===== config.mk =====
export PLATFORM = sky130hd
export DESIGN_NAME = tdsf_cmp
export DESIGN_NICKNAME = d
export VERILOG_FILES = /design/src/tdsf_pkg.sv /design/src/tdsf_cmp.sv
export SDC_FILE = /design/constraint.sdc
export NUM_CORES = 2
export LEC_CHECK = 0
export CELL_PAD_IN_SITES_DETAIL_PLACEMENT = 0
export CELL_PAD_IN_SITES_GLOBAL_PLACEMENT = 1
export CORE_ASPECT_RATIO = 1.25
export CORE_UTILIZATION = 49
export DETAILED_ROUTE_END_ITERATION = 16
export DONT_BUFFER_PORTS = 1
export PLACE_DENSITY_LB_ADDON = 0.1
export SYNTH_ARGS = -nofsm -noshare
export SYNTH_HDL_FRONTEND = slang
export SYNTH_SLANG_ARGS = --single-unit

===== constraint.sdc =====
create_clock -name vclk -period 10.6
set_input_delay 2.12 -clock vclk [all_inputs]
set_output_delay 2.12 -clock vclk [all_outputs]
set_load 0.05 [all_outputs]

===== src/tdsf_pkg.sv =====
// ----------------------------------------------------------------------------
// tdsf_pkg
// Shared types and constants for the tolerant duplicate shape filter.
// ----------------------------------------------------------------------------
package tdsf_pkg;

    localparam int MAX_KEPT_DEF = 64;
    localparam int EPS_W        = 20;
    localparam int KIND_W       = 3;
    localparam int LAYER_W      = 8;
    localparam int LWIDTH_W     = 31;
    localparam int COORD_W      = 32;
    localparam int NUM_W        = 16;
    localparam int VERDICT_W    = 2;
    localparam int ATTR_W       = KIND_W + LAYER_W + LWIDTH_W + 1;
    localparam int ENTRY_W      = 6 * COORD_W + ATTR_W;

    localparam logic [KIND_W-1:0] KIND_SEGMENT   = 3'd0;
    localparam logic [KIND_W-1:0] KIND_RECTANGLE = 3'd1;
    localparam logic [KIND_W-1:0] KIND_ARC       = 3'd2;
    localparam logic [KIND_W-1:0] KIND_CIRCLE    = 3'd3;
    localparam logic [KIND_W-1:0] KIND_OTHER     = 3'd4;

    localparam logic [VERDICT_W-1:0] VERDICT_KEEP = 2'd0;
    localparam logic [VERDICT_W-1:0] VERDICT_NULL = 2'd1;
    localparam logic [VERDICT_W-1:0] VERDICT_DUP  = 2'd2;

    typedef struct packed {
        logic [KIND_W-1:0]   shape_kind;
        logic [LAYER_W-1:0]  layer;
        logic [LWIDTH_W-1:0] line_width;
        logic signed [COORD_W-1:0] start_x;
        logic signed [COORD_W-1:0] start_y;
        logic signed [COORD_W-1:0] end_x;
        logic signed [COORD_W-1:0] end_y;
        logic                has_midpoint;
        logic signed [COORD_W-1:0] mid_x;
        logic signed [COORD_W-1:0] mid_y;
        logic                last_shape;
    } t_shape;

    typedef struct packed {
        logic [NUM_W-1:0]     shape_number;
        logic [VERDICT_W-1:0] verdict;
        logic                 table_full;
    } t_result;

    // one stored table row
    typedef struct packed {
        logic [KIND_W-1:0]   kind;
        logic [LAYER_W-1:0]  layer;
        logic [LWIDTH_W-1:0] line_width;
        logic                has_mid;
        logic [COORD_W-1:0]  sx, sy, ex, ey, mx, my;
    } t_entry;

    // |a-b| <= eps on one axis
    function automatic logic axis_close(input logic [COORD_W-1:0] a,
                                        input logic [COORD_W-1:0] b,
                                        input logic [EPS_W-1:0] eps);
        logic signed [COORD_W:0] d;
        logic [COORD_W:0] m;
        d = $signed({a[COORD_W-1], a}) - $signed({b[COORD_W-1], b});
        m = d[COORD_W] ? (~d + 1'b1) : d;
        return m <= {{(COORD_W+1-EPS_W){1'b0}}, eps};
    endfunction

endpackage


===== src/tdsf_cmp.sv =====
// ----------------------------------------------------------------------------
// tdsf_cmp
// Shared match unit: compares the current shape with one table row.
// ----------------------------------------------------------------------------
module tdsf_cmp
    import tdsf_pkg::*;
(
    input  t_entry           i_cur,
    input  t_entry           i_row,
    input  logic [EPS_W-1:0] i_eps,
    output logic             o_match
);
    logic ss, ee, se, es, mm, attr_eq, mid_ok;

    always_comb begin
        ss = axis_close(i_row.sx, i_cur.sx, i_eps) && axis_close(i_row.sy, i_cur.sy, i_eps);
        ee = axis_close(i_row.ex, i_cur.ex, i_eps) && axis_close(i_row.ey, i_cur.ey, i_eps);
        se = axis_close(i_row.sx, i_cur.ex, i_eps) && axis_close(i_row.sy, i_cur.ey, i_eps);
        es = axis_close(i_row.ex, i_cur.sx, i_eps) && axis_close(i_row.ey, i_cur.sy, i_eps);
        mm = axis_close(i_row.mx, i_cur.mx, i_eps) && axis_close(i_row.my, i_cur.my, i_eps);
        attr_eq = (i_row.kind == i_cur.kind) && (i_row.layer == i_cur.layer)
               && (i_row.line_width == i_cur.line_width);
        mid_ok = (!i_row.has_mid && !i_cur.has_mid) || (i_row.has_mid && i_cur.has_mid && mm);
        o_match = 1'b0;
        if (attr_eq) begin
            if (i_cur.kind == KIND_SEGMENT || i_cur.kind == KIND_RECTANGLE
                || i_cur.kind == KIND_CIRCLE) begin
                o_match = (ss && ee) || (se && es);
            end else if (i_cur.kind == KIND_ARC) begin
                o_match = mid_ok && ss && ee && (i_row.has_mid == i_cur.has_mid);
            end
        end
    end
endmodule


# Word-level counts from Yosys, hierarchy flattened
# Cells that the tools add are included.
# W data, S select, Z words.
[totals]
elab_cells = 82
in_bits = 490
output_inout_bits = 1
register_bits = 0
[classes]
muxes = 13
n_bitwise = 10
n_lt_le_gt_ge = 10
n_eq_ne = 7
n_reduce_logical = 22
add_sub_neg = 20
[ops]
columns = ["cell", "count"]
rows = [
  ["$add A33 B1 Y33 const B", 10],
  ["$le A33 B20 Y1", 10],
  ["$mux W33", 10],
  ["$not A33 Y33", 10],
  ["$sub A32 B32 Y33", 10],
  ["$eq A31 B31 Y1", 1],
  ["$logic_and A1 B1 Y1", 15],
  ["$eq A8 B8 Y1", 1],
  ["$eq A3 B2 Y1 const B", 2],
  ["$logic_or A1 B1 Y1", 4],
  ["$eq A3 B1 Y1 const B", 1],
  ["$eq A3 B3 Y1", 1],
  ["$logic_not A3 Y1", 1],
  ["$mux W1", 3],
  ["$logic_not A1 Y1", 2],
  ["$eq A1 B1 Y1", 1],
]

# Logic depth before layout (Yosys ltp)
[depth]
word_depth = 14
mapped_depth = 30

# Worst setup path before layout
# OpenSTA, ideal clock, no wires.
[synth_timing]
path_type = "input to output"
start = "input port i_row[64] (netlist bit)"
end = "output port o_match"
path_buffers = 3
path_slack_ns = 0.169
path_stages = 29
arrival_time_ns = 8.311
cell_sequence = "inv_1 -> ha_1 -> inv_1 -> fa_1 -> a211oi_2 -> o211ai_1 -> a21oi_2 -> o2111ai_1 -> and3_1 -> clkbuf_1 -> a311o_1 -> o31ai_1 -> clkbuf_1 -> clkbuf_1 -> o21ai_0 -> xnor2_1 -> ha_1 -> nand4_1 -> nor3_1 -> nand2_1 -> a221oi_1 -> nand3_1 -> a211oi_1 -> o211ai_1 -> nor3_1 -> and4b_1 -> nand4_1 -> or4_4 -> a221oi_2"
[synth_via]
elab_chain_len = 11
elab_cells_between_ends = 20
[synth_lines]
columns = ["element", "line", "text"]
rows = [
  ["start: declaration", "tdsf_cmp.sv:9", "input t_entry i_row,"],
  ["$sub A32 B32 Y33", "tdsf_pkg.sv:63", "d = $signed({a[COORD_W-1], a}) - $signed({b[COORD_W-1], b});"],
  ["$not A33 Y33", "tdsf_pkg.sv:64", "m = d[COORD_W] ? (~d + 1'b1) : d;"],
  ["$add A33 B1 Y33", "tdsf_pkg.sv:64", ""],
  ["$mux W33", "tdsf_pkg.sv:64", ""],
  ["$le A33 B20 Y1", "tdsf_pkg.sv:65", "return m <= {{(COORD_W+1-EPS_W){1'b0}}, eps};"],
  ["$logic_and A1 B1 Y1", "tdsf_cmp.sv:17", "ee = axis_close(i_row.ex, i_cur.ex, i_eps) && axis_close(i_row.ey, i_cur.ey, i_eps);"],
  ["$logic_and A1 B1 Y1 (2 in a row)", "tdsf_cmp.sv:30", "o_match = mid_ok && ss && ee && (i_row.has_mid == i_cur.has_mid);"],
  ["$mux W1", "tdsf_cmp.sv:29", "end else if (i_cur.kind == KIND_ARC) begin"],
  ["$mux W1 (*)", "tdsf_cmp.sv:26", "if (i_cur.kind == KIND_SEGMENT || i_cur.kind == KIND_RECTANGLE"],
  ["$mux W1 (*)", "tdsf_cmp.sv:25", "if (attr_eq) begin"],
  ["end: declaration", "tdsf_cmp.sv:11", "output logic o_match"],
]
# Mark *: on every way between the ends. The rest lies on a longest branch, timed or not.

# Final worst setup path
[layout_timing]
start = "input port i_cur[138] (netlist bit)"
end = "output port o_match"
[layout_via]
elab_chain_len = 12
elab_cells_between_ends = 21
[layout_lines]
columns = ["element", "line", "text"]
rows = [
  ["start: declaration", "tdsf_cmp.sv:8", "input t_entry i_cur,"],
  ["$sub A32 B32 Y33", "tdsf_pkg.sv:63", ""],
  ["$not A33 Y33", "tdsf_pkg.sv:64", ""],
  ["$add A33 B1 Y33", "tdsf_pkg.sv:64", ""],
  ["$mux W33", "tdsf_pkg.sv:64", ""],
  ["$le A33 B20 Y1", "tdsf_pkg.sv:65", ""],
  ["$logic_and A1 B1 Y1", "tdsf_cmp.sv:16", "ss = axis_close(i_row.sx, i_cur.sx, i_eps) && axis_close(i_row.sy, i_cur.sy, i_eps);"],
  ["$logic_and A1 B1 Y1 (3 in a row)", "tdsf_cmp.sv:30", ""],
  ["$mux W1", "tdsf_cmp.sv:29", ""],
  ["$mux W1 (*)", "tdsf_cmp.sv:26", ""],
  ["$mux W1 (*)", "tdsf_cmp.sv:25", ""],
]
# Marked as above.

==> metrics.txt <==
Post-Synthesis Net Count=6190; Avg Inst Size Synth=6.69 um2; max-slew violations=0; ports placed on the boundary=491; register area=0 um2; crit end category=primary output; violation count after the first detailed-routing iteration=3424; final instance area=0.0404 mm2; min Tclk post-route=10.70 ns; slew of the pin with the lowest slew margin=1.23 ns; synthesis-to-finish area growth=17.0%; Hold Buf Count CTS=0; overall via count from detail_route=42800; data arrival time of the critical path=8.58 ns; half-perimeter wire length after detailed placement=139000 um; violations in the final reports=negative setup slack; # setup viols final=1; width of the chip=239 um; via count of the first global-routing pass=40100; result of the run=finished, violations left; cell with the largest stage delay on the worst path=or3_4; area of placed instances=0.0393 mm2; proportion of power drawn by the clock network=0%; final hold slack=4.94 ns; setup repair after global routing missed its margin=true; layout cells sized above 1=15.2%; layout sequential cell count=0; routed len/inst=24.5 um; Final nets=6627; first-pass GRT wire length=233000 um; synthesized netlist cell count=5158; setup ws final=-0.0989 ns; GRT Residual Overflow=0; clock buffer count in the final layout=0; Final Power=3.78 mW; Worst EP required=8.48 ns; Post-DRT Antenna Nets=0; number of DRC violations after detailed routing=0; number of inserted filler cells in the final layout=6989; crit start category=input pin; Initial Util=49.6%; final hold viol count=0; pin count of the biggest net entering global routing=16; slowest cell delay on critical path=0.45 ns; register share of total power=0%; TritonRoute pass-1 iters=6; vertical die dimension=299 um; cell depth of the worst hold path=4; achievable frequency=93.5 MHz; switching portion of total power=59.1%; class of the tightest hold or removal check=input pin to primary output; headroom to the max-slew limit=17.1%; count of standard-cell rows=108; switching power=2.23 mW; most frequent cells in the layout=594 x buf_4, 526 x ha_1, 471 x nand2_1; largest fanout on the critical path=5; combinational cell fraction of total power=100.0%; Detailed Route WL=160000 um; most common cell after layout, fill and taps aside=buf_4; count of unique library cells instantiated by Yosys=116; largest voltage drop on the vdd net=0.0000397 V; area inside the core boundary=0.0696 mm2; post-synthesis sequential area ratio=0%; leak pwr=17.5 nW; global router's overall resource usage=42.1%; Max Cap Viol=0; die outline area=0.0715 mm2; initial antenna violation count=3; mean number of vias per cell=6.56; yosys synthesis warning count=0; port buffer count=0; Tcrit/Tclk final=101%; weighted congestion at the end of routability-driven global placement=1.07; Post-Synthesis Cell Area=0.0345 mm2; crit path kind=input pin to primary output; pwr dens=93.5 mW/mm2; internal power component=1.55 mW
worst paths after layout:
| kind | startpoint | to |
|---|---|---|
| max | i_cur[138] | o_match |
| min | i_cur[232] | o_match |
critical path, delay by kind of cell:
family	cells	cell delay, ns
adder cells (fa/ha/maj)	2	0.59
buffers and inverters	5	0.83
AND/OR/NAND/NOR	14	3.09
AO/OA/AOI/OAI	8	1.93
kinds of logic (layout without fill, tap and decap cells):
logic type / after synthesis / after routing / synth area share (%)
AOI/OAI and AO/OA: 1752 / 1752 / 34.0
xor gates and xnor gates: 427 / 427 / 10.9
adders and majority gates: 542 / 542 / 19.9
buffers and inverters: 494 / 929 / 5.55
muxes: 44 / 44 / 1.32
other: 0 / 2 / 0
and+or+nand+nor: 1899 / 1899 / 28.4
power groups by stage:
stage                       Clock [mW]  Combinational [mW]  Sequential [mW]
after floorplan                      0                2.34                0
after global placement               0                3.51                0
after detailed placement             0                3.53                0
after CTS                            0                3.61                0
after global routing      0.0000000253                4.08                0
final                     0.0000000253                3.78                0
cells in the mapped netlist, types with 20 or more instances:
master / number / area (um2)
ha_1: 532 / 6660
nand2_1: 475 / 1780
a21oi_1: 440 / 2200
nor2_1: 397 / 1490
o21ai_0: 362 / 1810
inv_1: 324 / 1220
xnor2_1: 262 / 2290
nand3_1: 163 / 816
xor2_1: 163 / 1430
clkbuf_1: 142 / 533
nor3_1: 140 / 701
nand4_1: 138 / 863
a21o_1: 132 / 991
a211oi_1: 101 / 758
o21a_1: 84 / 631
o211ai_1: 80 / 601
and2_1: 77 / 482
nor4_1: 69 / 432
a31oi_1: 61 / 382
or3_1: 61 / 382
and3_1: 58 / 363
nor2b_1: 55 / 344
nand2b_1: 50 / 313
o31ai_1: 43 / 323
or2_2: 43 / 269
o21bai_1: 34 / 255
a2111oi_0: 32 / 280
mux2i_1: 32 / 320
a211o_1: 27 / 236
and4_1: 27 / 236
nor3b_1: 27 / 203
o2111ai_1: 27 / 236
or4_1: 24 / 180
nand3b_1: 20 / 150
metrics by stage:
stage          setup TNS, ns  instances  util, %  setup slack [ns]
2_1_floorplan              0       5158        -             0.169
5_1_grt               -0.329       6530     58.0            -0.329
3_3_place_gp          -0.492       6488     56.4            -0.492
3_5_place_dp          -0.655       6488     56.4            -0.655
6_report             -0.0989       6530     58.0           -0.0989
4_1_cts                    0       6510     57.1            0.0104
repair_timing:
| item | 4_1_cts | 5_1_grt |
|---|---|---|
| gates resized for setup | 55 | 107 |
| endpoints found under the setup margin | 1 | 1 |
| buffers inserted | 23 | 19 |
| hold endpoints to repair | 0 | 0 |
| pin swaps | 32 | 75 |
final cells by class:
cell class | count | area [um2] | share of cell area (%)
Multi-Input combinational cell | 4664 | 33400 | 82.6
Timing Repair Buffer | 605 | 4630 | 11.5
Inverter | 324 | 1250 | 3.08
Tap cell | 935 | 1170 | 2.90
Antenna cell | 2 | 5.00 | 0.0124
per-layer routing:
metal | track usage [%] | routed length (um) | vias up
met4 | 40.6 | 18200 | 4
met3 | 5.45 | 10400 | 675
li1 | - | - | 20400
met2 | 71.3 | 73200 | 1978
met1 | 44.7 | 58100 | 19800
met5 | 0 | 29 | -
No activity file was read; power rests on OpenSTA's default activity.
