<file path="src/tdsf_ram.sv">
// ----------------------------------------------------------------------------
// tdsf_ram
// Generic single-port-write, single-read RAM with registered read data.
// ----------------------------------------------------------------------------
module tdsf_ram #(
    parameter int WIDTH = 8,
    parameter int DEPTH = 64
) (
    input  logic                     i_clk,
    input  logic                     i_we,
    input  logic [$clog2(DEPTH)-1:0] i_waddr,
    input  logic [WIDTH-1:0]         i_wdata,
    input  logic [$clog2(DEPTH)-1:0] i_raddr,
    output logic [WIDTH-1:0]         o_rdata
);
    logic [WIDTH-1:0] r_mem [DEPTH];
    logic [WIDTH-1:0] r_rdata;

    always_ff @(posedge i_clk) begin
        if (i_we) begin
            r_mem[i_waddr] <= i_wdata;
        end
        r_rdata <= r_mem[i_raddr];
    end
    assign o_rdata = r_rdata;
endmodule

</file>
<file path="config.mk">
export PLATFORM = sky130hd
export DESIGN_NAME = tdsf_ram
export DESIGN_NICKNAME = d
export VERILOG_FILES = /design/src/tdsf_ram.sv
export SDC_FILE = /design/constraint.sdc
export NUM_CORES = 1
export LEC_CHECK = 0
export BUFFER_PORTS_ARGS = -buffer_cell sky130_fd_sc_hd__clkbuf_2
export CAP_MARGIN = 20
export CORE_ASPECT_RATIO = 0.9
export CORE_UTILIZATION = 55
export CTS_CLUSTER_SIZE = 25
export DETAILED_ROUTE_END_ITERATION = 16
export GPL_TIMING_DRIVEN = 1
export HOLD_SLACK_MARGIN = 0.15
export PLACE_DENSITY = 0.79
export SYNTH_ARGS = -nofsm -noshare
export SYNTH_HDL_FRONTEND = slang
export SYNTH_SLANG_ARGS = --single-unit
</file>
<file path="constraint.sdc">
create_clock -name i_clk -period 4.6 [get_ports i_clk]
set_input_delay 0.92 -clock i_clk [delete_from_list [all_inputs] [get_ports i_clk]]
set_output_delay 0.92 -clock i_clk [all_outputs]
set_load 0.02 [all_outputs]
</file>
# After elaboration in Yosys (flattened, before gate mapping)
# Memories as Yosys holds them, arrays and structs flattened. A register that Yosys moved wholly into a read port is not among the register bits.
# Cells that the tools add are included.
word_totals:
  mem_bits_ro: 0
  in_bits: 22
  mem_count: 1
  latchBits: 0
  register_bits: 0
  out_inout_bits: 8
  ramBits: 512
memory_table:
  columns: ["name", "words", "word_bits", "read_ports", "rd_clocked_by_memory_dff", "wr", "line", "text"]
  rows:
  - ["r_mem", 64, 8, 1, 1, 1, "16", "logic [WIDTH-1:0] r_mem [DEPTH];"]
op_classes:
  reduce_logical: 0
  n_eq_ne: 0
  mux: 2
  bitwise: 0
  div_mod_pow: 0
  n_lt_le_gt_ge: 0
  shifts: 0
  n_mul: 0
  n_addsub: 0
op_table:
  columns: ["op", "n"]
  rows:
  - ["$mux 1", 2]

# Logic depth before layout (Yosys ltp)
# Gate-level depths: netlist of the first run.
depth:
  depth_word: 2
  depth_mapped: 9
  ltp_nobuf: 5

# Worst setup path after synthesis of the first run
# OpenSTA, ideal clock, no wires.
synth_timing:
  path_kind: "in2reg"
  startpoint: "in i_raddr[1]"
  endpoint: "reg r_rdata[3] (netlist: o_rdata[3]) (read register of r_mem)"
  required_time_ps: 4472
  cell_stages: 7
  setup_time_ps: 128
  arrival_ps: 2460
  path_slack_ps: 2012
  path_cell_list: "buf_4 -> buf_2 -> buf_2 -> mux4_2 -> mux4_2 -> o21ai_1 -> o41ai_1"
synth_rtl:
  columns: ["element", "line", "text"]
  rows:
  - ["start: declaration", "13", "input logic [$clog2(DEPTH)-1:0] i_raddr,"]
  - ["end: declaration", "17", "logic [WIDTH-1:0] r_rdata;"]

==> key figures, run 1 <==
Run status
  • Outcome: finished clean

Placed design
  • GP Congestion: around 0.85
  • Buffers on Ports: 29
  • Pre-CTS setup slack: 1.08 ns
  • Area after DPL: approximately 21000 µm²
  • HPWL after detailed placement: roughly 26000 µm
  • Placed cell count: ~1400

Synthesis
  • Synth unique cells: 40
  • Top FF cell, synth: edfxtp_1
  • Post-synthesis sequential area ratio: between 70% and 80%
  • Yosys reg bits: 520
  • Mapped Area: between 20000 and 25000 µm²
  • Async SR Flop Fraction: 0%
  • Avg Inst Size Synth: ~21 µm²
  • Synthesized instance count: 940
  • Ys Warns: 0
  • Post-synth EDFFs: 512
  • Syn nets: 962

Clock tree
  • CTS H-tree lvls: 2
  • Clock Path Buffers: 3
  • CTS Buf Count: between 40 and 50
  • Clock Sinks: 520
  • Cts repair resizes: 0
  • # hold bufs at CTS: 0
  • CTS tree: yes
  • Clock root buffer: clkbuf_16
  • CTS clk-pin slew, worst paths: ~0.060 ns
  • Post-CTS setup buffers: 0
  • Clock Latency Late Sink: 0.56 ns

Timing
  • Fin. Hold Viols: 0
  • Fmax: between 300 and 400 MHz
  • Worst Clk Skew: around 0.016 ns
  • Count of pins over their slew limit: 0
  • Slew HR: between 6 and 7%
  • Setup WS post-layout: between 1 and 1.5 ns
  • Setup TNS: 0 ns
  • Least-Margin Pin Slew: roughly 1.4 ns
  • Tcrit/Tclk final: between 60% and 70%
  • RSZ-0062 raised after global routing: no
  • Period minus WS final: ~3.1 ns
  • # setup viols final: 0

Die
  • Number of core rows: 66
  • Die height: between 150 and 200 µm
  • Die area: around 37000 µm²
  • Core region area: between 30000 and 40000 µm²
  • Die W: roughly 200 µm
  • Initial Utilization: 55.9%
  • I/O Pins: 30

Final layout
  • Post-route cell area: approximately 22000 µm²
  • Final nets: slightly above 1000
  • Layout area overhead: 11.2%
  • Filler cells: around 2300
  • Final core occ: 62.2%
  • Final std cells w/o fill: between 1500 and 2000
  • Share of cells above drive strength 1: about 25%

Drt
  • Routed length per instance: a little under 30 µm
  • ANT nets after route: 0
  • Length of the first detailed-routing pass in iterations: 8
  • Vias after detailed routing: roughly 10000
  • First DRT Iteration DRCs: approximately 1400
  • DRC errors left: 0
  • Final wirelength: 44600 µm
  • Vias/cell: about 6.5

GRT
  • Overflow left after global routing: 0
  • GRT Total Usage: between 20% and 30%
  • Largest net degree at the start of global routing: between 60 and 70
  • First-pass GRT wire length: 65700 µm
  • Vias in the first global route: between 9000 and 10000
  • Initial antenna violation count: 1

Critical path
  • CP Data Required Time: between 5 and 6 ns
  • CP max FO: 46
  • Worst Setup Path Type: input port to flip-flop
  • Nature of the critical path endpoint: flip-flop
  • Worst Path Arrival: between 3 and 4 ns
  • CP top delay family: buffers and inverters
  • Slowest CP cell: a2111oi_0
  • Crit path launch type: input port
  • CP cell instances: clkbuf_8 > buf_4 > mux4_2 > a2111oi_0 > o41ai_1
  • Max stage delay on crit path: approximately 0.8 ns
  • Worst Path Buf+Inv: 2

Worst hold path
  • Hold Path Class: flip-flop to flip-flop

Power
  • PD cells: about 430 nW/µm²
  • Leak: 6.98 nW
  • VDD IR max: around 0.27 mV

Job
  • Max-Cap Viols: 0
-- final timing paths --
path | start | endpoint | slack, ns | cells past startpoint
worst min-delay path | r_mem[31][6] | o_rdata[6] | 0.85 | 3
worst max register to register | r_mem[3][5] | o_rdata[5] | 2.14 | 4
worst max-delay path | i_raddr[0] | o_rdata[3] | 1.49 | 5
worst min register to register | r_mem[31][6] | o_rdata[6] | 0.85 | 3
-- layout make-up --
| cell class | count | area, µm² | area share [%] |
|---|---|---|---|
| multi-input combinational | 369 | 4320 | 19.2 |
| clock inverter | 24 | 220 | 0.982 |
| antenna | 1 | 2.50 | 0.0112 |
| timing repair buffer | 52 | 409 | 1.82 |
| clock buffer | 66 | 1350 | 6.03 |
| sequential | 520 | 15500 | 69.3 |
| tap | 476 | 596 | 2.66 |
-- cells in the mapped netlist (8+ instances only) --
cell,n,area [µm²]
buf_2,11,55.1
buf_4,13,97.6
clkbuf_1,17,63.8
dfxtp_1,8,160
edfxtp_1,512,15400
mux2_2,13,146
mux2i_1,23,230
mux4_2,126,2840
nand2_1,19,71.3
nand3_1,13,65.1
nor2_1,83,312
nor2b_1,14,87.6
o221ai_1,8,70.1
o22ai_1,8,50.1
-- cells in the final DEF, fill, tap and decap left out, types with 14 or more instances in the layout --
cell,count
mux2i_1,23
nand2_1,19
buf_4,20
clkbuf_2,26
clkbuf_16,51
edfxtp_1,512
nor2_1,83
mux4_2,126
nor2b_1,14
-- cells by family (layout without fill, tap and decap cells) --
logic type / count (synthesis) / in the layout / synth area share, %
AOI/OAI and AO/OA: 54 / 54 / 2.07
buffers and inverters: 51 / 142 / 1.57
DFF: 520 / 520 / 77.0
muxes: 162 / 162 / 15.9
other: 0 / 1 / 0
and+or+nand+nor: 153 / 153 / 3.39
-- worst min-delay path, stage by stage, from the launching register on --
cell and delay (ns):
edfxtp_1 0.32, mux4_2 0.23, nor2_1 0.04, o32ai_1 0.21
-- metrics by stage --
step           power, mW  hold WS [ns]
5_1_grt             9.97         0.890
3_3_place_gp        5.83         0.806
2_1_floorplan       5.64         0.718
4_1_cts             9.74         0.848
6_report            9.72         0.853
3_5_place_dp        5.85         0.805
-- sequential cells by signal, summed over array words and instances (netlist names) --
name,cells
o_rdata,8
r_mem,512
-- power by group --
group / leakage [nW] / internal (mW) / switching [mW]
clock network: 0.763 / 2.28 / 1.68
registers: 4.67 / 5.24 / 0.0200
logic: 1.54 / 0.184 / 0.311
total: 6.98 / 7.71 / 2.01
-- metal layers --
metal | vias up | track usage, % | wire length, µm
met5 | - | 0 | 0
met4 | 0 | 7.28 | 1240
met3 | 98 | 5.28 | 4800
met2 | 629 | 38.6 | 21300
met1 | 5071 | 35.5 | 17200
li1 | 4031 | - | -
No activity file was read; power rests on OpenSTA's default activity.
==> run 2, diff against run 1 <==
--- a/config.mk
+++ b/config.mk
@@ -5,6 +5,7 @@
 export SDC_FILE = /design/constraint.sdc
 export NUM_CORES = 1
 export LEC_CHECK = 0
+export ABC_AREA = 1
 export BUFFER_PORTS_ARGS = -buffer_cell sky130_fd_sc_hd__clkbuf_2
 export CAP_MARGIN = 20
 export CORE_ASPECT_RATIO = 0.9
@@ -13,7 +14,7 @@
 export DETAILED_ROUTE_END_ITERATION = 16
 export GPL_TIMING_DRIVEN = 1
 export HOLD_SLACK_MARGIN = 0.15
-export PLACE_DENSITY = 0.79
+export PLACE_DENSITY = 0.82
 export SYNTH_ARGS = -nofsm -noshare
 export SYNTH_HDL_FRONTEND = slang
 export SYNTH_SLANG_ARGS = --single-unit
==> constraint.sdc (replaced) <==
create_clock -name i_clk -period 2.8 [get_ports i_clk]
set_input_delay 0.56 -clock i_clk [delete_from_list [all_inputs] [get_ports i_clk]]
set_output_delay 0.56 -clock i_clk [all_outputs]
set_load 0.02 [all_outputs]
==> run 2 against run 1 <==
Effect of this change:
- first-iteration DRC count increased by 62%
- critical endpoint is now o_rdata[3]
- global-route usage up 2.9 points
- sequential cell count stayed put
- clock skew is 0.0088 ns higher
- largest power group unchanged
- clock-buffer cell count decreased by 8
- combinational power up 120%
- final area grew 6.8%
- largest cell class unchanged
- utilization rose by 0.39 points
- sequential share of layout area shrank 4.4 points
- critical path depth shrank 4
- sequential power up 64%
==> key figures, run 2 <==
Timing
  • Fin. Hold Viols: 0 (unchanged)
  • RSZ-0062 raised after global routing: no (unchanged)
  • Worst Clk Skew: 0.0253 ns (was 0.0165 ns)
  • # setup viols final: 0 (unchanged)
  • Count of pins over their slew limit: 0 (unchanged)
  • Setup TNS: 0 ns (unchanged)
  • Least-Margin Pin Slew: 1.12 ns (was 1.37 ns)
  • Fmax: 538 MHz
  • Period minus WS final: roughly 1.9 ns
  • Slew HR: 25.6% (was 6.58%)
  • Tcrit/Tclk final: roughly two thirds
  • Setup WS post-layout: 0.941 ns (was 1.49 ns)

Clock tree
  • # hold bufs at CTS: 0 (unchanged)
  • CTS clk-pin slew, worst paths: 0.07 ns (was 0.06 ns)
  • Clock root buffer: clkbuf_16 (unchanged)
  • Clock Path Buffers: 3 (unchanged)
  • Post-CTS setup buffers: 0 (unchanged)
  • CTS tree: yes (unchanged)
  • Cts repair resizes: 0 (unchanged)
  • Clock Latency Late Sink: 0.57 ns (was 0.56 ns)
  • Clock Sinks: 520 (unchanged)
  • CTS Buf Count: 48 (was 49)
  • CTS H-tree lvls: 2 (unchanged)

Synthesis
  • Top cells by area, synth: edfxtp_1 (72%), nand2_1 (11%), nand3_1 (10%), buf_6 (1.8%), nor2_1 (0.99%) (was edfxtp_1 (76%), mux4_2 (14%), nor2_1 (1.5%), mux2i_1 (1.1%), dfxtp_1 (0.79%))
  • Syn nets: 1827 (was 962)
  • Mapped Area: 21300 µm² (was 20200 µm²)
  • Synthesized instance count: 1805 (was 940)
  • Post-synth EDFFs: 512 (unchanged)
  • Synth cell count leaders: nand2_1 (648), edfxtp_1 (512), nand3_1 (439) (was edfxtp_1 (512), mux4_2 (126), nor2_1 (83))
  • Ys Warns: 0 (unchanged)
  • Post-synthesis sequential area ratio: 72.8% (was 77.0%)
  • Avg Inst Size Synth: 11.8 µm² (was 21.5 µm²)
  • Synth top area share: 72.0% (was 76.2%)
  • Top FF cell, synth: edfxtp_1 (unchanged)
  • Synth unique cells: 16 (was 40)
  • Async SR Flop Fraction: 0% (unchanged)
  • Top-count cell post-synth: nand2_1 (was edfxtp_1)
  • Post-synth top area cell: edfxtp_1 (unchanged)
  • Yosys reg bits: 520 (unchanged)

Critical path
  • Max stage delay on crit path: 0.50 ns (was 0.81 ns)
  • CP cell instances: clkbuf_2 (was clkbuf_8 > buf_4 > mux4_2 > a2111oi_0 > o41ai_1)
  • Nature of the critical path endpoint: primary output (was flip-flop)
  • CP max FO: 2 (was 46)
  • Worst Setup Path Type: flip-flop to primary output (was input port to flip-flop)
  • CP Data Required Time: 2.24 ns (was 5.01 ns)
  • Worst Path Arrival: 1.30 ns (was 3.53 ns)
  • Crit path depth: 1 (was 5)
  • Slowest CP cell: dfxtp_1 (was a2111oi_0)
  • Worst Path Buf+Inv: 1 (was 2)
  • Crit path launch type: flip-flop (was input port)
  • R2R cell count: 8 (was 4)
  • CP top delay family: flip-flops (was buffers and inverters)

Die
  • Number of core rows: 68 (was 66)
  • Die height: 189 µm (was 184 µm)
  • I/O Pins: 30 (unchanged)
  • Initial Utilization: 55.7% (was 55.9%)
  • Die W: 210 µm (was 204 µm)
  • Die area: 39600 µm² (was 37400 µm²)
  • Core region area: 38300 µm² (was 36100 µm²)

Final layout
  • Final std cells w/o fill: 2410 (was 1508)
  • Final core occ: 62.5% (was 62.2%)
  • Most frequent cells in the layout: nand2_1 (648), edfxtp_1 (512), nand3_1 (439) (was edfxtp_1 (512), mux4_2 (126), nor2_1 (83))
  • Layout area overhead: 12.2% (was 11.2%)
  • Commonest non-fill, non-tap cell in the layout: nand2_1 (was edfxtp_1)
  • Top reg by flops: r_mem (unchanged)
  • Share of cells above drive strength 1: 11.0% (was 25.2%)
  • Max reg flops: 512 (unchanged)
  • Final nets: 1901 (was 1014)

GRT
  • Overflow left after global routing: 0 (unchanged)
  • First-pass GRT wire length: 82600 µm (was 65700 µm)
  • Largest net degree at the start of global routing: 117 (was 65)
  • GRT Total Usage: 27.6% (was 24.7%)
  • Vias in the first global route: 14270 (was 9978)
  • Initial antenna violation count: 0 (was 1)

Power
  • Leak: 8.79 nW (was 6.98 nW)
  • PD cells: 686 nW/µm² (was 433 nW/µm²)
  • Total power: 16.4 mW (was 9.72 mW)
  • VDD IR max: 0.565 mV (was 0.271 mV)

Worst hold path
  • Hold Path Class: input port to flip-flop (was flip-flop to flip-flop)
  • WHS Path Cells: 3 (unchanged)

Drt
  • First DRT Iteration DRCs: 2304 (was 1418)
  • DRC errors left: 0 (unchanged)
  • Vias/cell: 6.16 (was 6.52)
  • ANT nets after route: 0 (unchanged)
  • Length of the first detailed-routing pass in iterations: 6 (was 8)
  • Final wirelength: 54700 µm (was 44600 µm)
  • Vias after detailed routing: 14840 (was 9829)
  • Routed length per instance: 22.7 µm (was 29.6 µm)

Run status
  • Outcome: finished clean (unchanged)

Job
  • Max-Cap Viols: 0 (unchanged)

Placed design
  • Buffers on Ports: 29 (unchanged)
  • Pre-CTS setup slack: 0.520 ns (was 1.08 ns)
  • Placed cell count: 2318 (was 1415)
  • HPWL after detailed placement: 32400 µm (was 26400 µm)
  • GP Congestion: 0.906 (was 0.851)
## run 2: cell types whose count changed after synthesis, moves of 10 or more
cell	delta
buf_2	+26
nor2_1	-27
nand2_1	+629
mux4_2	-126
nor2b_1	-14
mux2i_1	-23
buf_6	+31
mux2_2	-13
nand3_1	+426
inv_1	+10
## run 2: final cells by class
| class | instances | area [µm²] |
|---|---|---|
| fillers | 2756 | 14300 |
| diodes | 1 | 2.50 |
| clock buffers | 58 | 1280 |
| repair buffers | 137 | 1170 |
| inverters | 12 | 52.6 |
| multi-input cells | 1160 | 4950 |
| clock inverters | 32 | 344 |
| well taps | 490 | 613 |
| flip-flops and latches | 520 | 15500 |
## run 2: cells by family after synthesis
logic type	Yosys count	share of synthesized area (%)
and+or+nand+nor	1160	23.2
DFF	520	72.8
buffers and inverters	125	4.02
## run 2: layer usage
| layer | up-vias | global-route usage, % | wire, µm |
|---|---|---|---|
| met5 | - | 0 | 0 |
| met4 | 0 | 10.4 | 2180 |
| met3 | 174 | 4.89 | 6600 |
| met2 | 1133 | 44.3 | 26000 |
| met1 | 7036 | 38.0 | 19900 |
| li1 | 6497 | - | - |
## run 2: final timing paths
kind / start / to / slack (ns)
setup / recovery: o_rdata[3] / o_rdata[3] / 0.94
hold reg to reg: r_mem[6][3] / o_rdata[3] / 0.86
hold / removal: i_raddr[5] / o_rdata[4] / 0.46
setup reg to reg: r_mem[39][6] / o_rdata[6] / 1.37
## run 2: worst register-to-register path, stage by stage, from the launching register on
cell      delay [ns]
edfxtp_1        0.38
nand2_1         0.11
nand3_1         0.13
nand3_1         0.20
nand2_1         0.07
nand2_1         0.06
nand3_1         0.08
nand3_1         0.21
nand2_1         0.08
## run 2: power breakdown
group | internal [mW] | total [mW] | switching (mW)
clock | 3.91 | 6.70 | 2.79
sequential | 8.61 | 8.65 | 0.0354
combinational | 0.280 | 1.07 | 0.788
## run 2: through the flow
step                hold slack (ns)  cell area [µm²]
finish                        0.463            23900
global route                  0.444            23900
CTS                           0.425            23900
detailed placement            0.820            22300
global placement              0.822            22300
floorplan                     0.659            21300
==> run 3, diff against run 2 <==
==> constraint.sdc (replaced) <==
create_clock -name i_clk -period 1.5 [get_ports i_clk]
set_input_delay 0.3 -clock i_clk [delete_from_list [all_inputs] [get_ports i_clk]]
set_output_delay 0.3 -clock i_clk [all_outputs]
set_load 0.02 [all_outputs]
==> run 3 against run 2 <==
Effect of this change:
- power rose by 85%
- first-iteration DRC count fell by 4.3%
- combinational power rose by 110%
- utilization rose by 2.2 points
- via count fell by 0.32%
- final area rose by 3.5%
- register-to-register slack got worse by 1.3 ns
- clock-buffer cell count rose by 9
- critical endpoint is now o_rdata[6]
- largest power group unchanged
==> key figures, run 3 (synthesis gave the netlist of run 2 again) <==
Die
  • Die height: 189 µm (unchanged)
  • Die area: 39600 µm² (unchanged)
  • I/O Pins: 30 (unchanged)
  • Die W: 210 µm (unchanged)
  • Number of core rows: 68 (unchanged)
  • Initial Utilization: 55.7% (unchanged)
  • Core region area: 38300 µm² (unchanged)

Power
  • Switching pwr: 6.81 mW (was 3.61 mW)
  • Clock power frac: 39.7% (was 40.8%)
  • VDD IR max: 0.945 mV (was 0.565 mV)
  • Leak: 9.00 nW (was 8.79 nW)
  • Combinational share of power: 7.3% (was 6.5%)
  • Sequential power share: 53.0% (was 52.7%)
  • Internal power: 23.6 mW (was 12.8 mW)
  • PD cells: 1230 nW/µm² (was 686 nW/µm²)
  • Switch share: 22.4% (was 22.0%)
  • Total power: 30.4 mW (was 16.4 mW)

Timing
  • Worst Clk Skew: 0.0278 ns (was 0.0253 ns)
  • Least-Margin Pin Slew: 0.786 ns (was 1.12 ns)
  • Tcrit/Tclk final: a little over nine tenths
  • Slew HR: 47.6% (was 25.6%)
  • # setup viols final: 0 (unchanged)
  • Fmax: about 680 MHz
  • RSZ-0062 raised after global routing: no (unchanged)
  • Fin. Hold Viols: 0 (unchanged)
  • Period minus WS final: ~1.5 ns
  • Setup TNS: 0 ns (unchanged)
  • WHS: 0.186 ns (was 0.463 ns)
  • Count of pins over their slew limit: 0 (unchanged)

Placed design
  • Buffers on Ports: 29 (unchanged)
  • HPWL after detailed placement: 31600 µm (was 32400 µm)
  • GP Congestion: 0.908 (was 0.906)

Critical path
  • CP Data Required Time: 1.20 ns (was 2.24 ns)
  • CP top delay family: flip-flops (unchanged)
  • Worst Path Arrival: 1.16 ns (was 1.30 ns)
  • Slowest CP cell: dfxtp_1 (unchanged)
  • Worst Path Buf+Inv: 1 (unchanged)
  • CP max FO: 1 (was 2)
  • Max stage delay on crit path: 0.40 ns (was 0.50 ns)
  • Crit path launch type: flip-flop (unchanged)
  • Worst Setup Path Type: flip-flop to primary output (unchanged)
  • Nature of the critical path endpoint: primary output (unchanged)
  • CP cell instances: clkbuf_2 (unchanged)

Job
  • Max-Cap Viols: 0 (unchanged)

GRT
  • GRT Total Usage: 27.0% (was 27.6%)
  • Vias in the first global route: 14424 (was 14270)
  • Largest net degree at the start of global routing: 76 (was 117)
  • First-pass GRT wire length: 81200 µm (was 82600 µm)
  • Overflow left after global routing: 0 (unchanged)
  • Initial antenna violation count: 0 (unchanged)

Clock tree
  • CTS clk-pin slew, worst paths: 0.06 ns (was 0.07 ns)
  • CTS tree: yes (unchanged)
  • Clock Path Buffers: 3 (unchanged)
  • CTS Buf Count: 49 (was 48)
  • CTS H-tree lvls: 2 (unchanged)
  • Clock root buffer: clkbuf_16 (unchanged)
  • Clock Latency Late Sink: 0.59 ns (was 0.57 ns)
  • Clock Sinks: 520 (unchanged)
  • # hold bufs at CTS: 0 (unchanged)

Final layout
  • N_diodes: 0 (was 1)
  • Share of cells above drive strength 1: 15.2% (was 11.0%)
  • Top reg by flops: r_mem (unchanged)
  • Commonest non-fill, non-tap cell in the layout: nand2_1 (unchanged)
  • Final nets: 1933 (was 1901)
  • Layout area overhead: 16.1% (was 12.2%)
  • Max reg flops: 512 (unchanged)
  • Most frequent cells in the layout: nand2_1 (648), edfxtp_1 (512), nand3_1 (436) (was nand2_1 (648), edfxtp_1 (512), nand3_1 (439))

Drt
  • Vias after detailed routing: 14792 (was 14840)
  • First DRT Iteration DRCs: 2205 (was 2304)
  • Length of the first detailed-routing pass in iterations: 6 (unchanged)
  • Vias/cell: 6.06 (was 6.16)
  • DRC errors left: 0 (unchanged)
  • Final wirelength: 52800 µm (was 54700 µm)
  • Routed length per instance: 21.6 µm (was 22.7 µm)
  • ANT nets after route: 0 (unchanged)

Worst hold path
  • Hold Path Class: input port to flip-flop (unchanged)

Run status
  • Outcome: finished clean (unchanged)
run 3: changes by cell type in the layout (fill, tap and decap cells not counted), moves of 5 or more:
cell,delta
nor4_1,-8
clkinv_1,-5
nor2_4,+21
clkbuf_1,+8
nor2_2,+23
buf_12,+31
nor4_2,+6
nor2_1,-44
run 3: final timing paths:
path	from	to	slack, ns	depth (start not counted)
hold reg to reg	r_mem[6][7]	o_rdata[7]	0.84	8
setup reg to reg	r_mem[51][4]	o_rdata[4]	0.06	8
hold / removal	i_raddr[5]	o_rdata[1]	0.19	3
setup / recovery	o_rdata[6]	o_rdata[6]	0.04	1
run 3: what timing repair did:
item,CTS,global route
endpoints found under the setup margin,0,2
resized for setup,0,3
setup buffers,0,0
run 3: final cells by class:
class                   instances  area [µm²]
clock inverters                23         230
fillers                      2577       13500
multi-input cells            1160        5240
flip-flops and latches        520       15500
inverters                      12        71.3
repair buffers                168        1770
clock buffers                  67        1310
well taps                     490         613
run 3: per-layer routing:
metal | vias up | track usage (%) | routed length, µm
met5 | - | 0 | 0
met4 | 0 | 10.6 | 1730
met3 | 137 | 4.43 | 5510
met2 | 979 | 43.2 | 25300
met1 | 7128 | 37.3 | 20200
li1 | 6548 | - | -
run 3: through the flow:
step | area [µm²] | utilization [%] | instances | setup slack [ns]
3_5_place_dp | 23200 | 60.7 | 2350 | -0.368
2_1_floorplan | 21700 | - | 1805 | -0.353
6_report | 24800 | 64.7 | 2440 | 0.0360
4_1_cts | 24800 | 64.7 | 2440 | 0.0428
5_1_grt | 24800 | 64.7 | 2440 | 0.0301
3_3_place_gp | 23200 | 60.7 | 2350 | -0.325
run 3: power groups by stage:
stage	sequential [mW]	combinational, mW	clock (mW)
floorplan	16.5	1.20	0
global placement	16.4	2.09	0
detailed placement	16.4	2.16	0
CTS	16.1	2.19	12.1
global route	16.1	2.39	12.7
finish	16.1	2.23	12.1
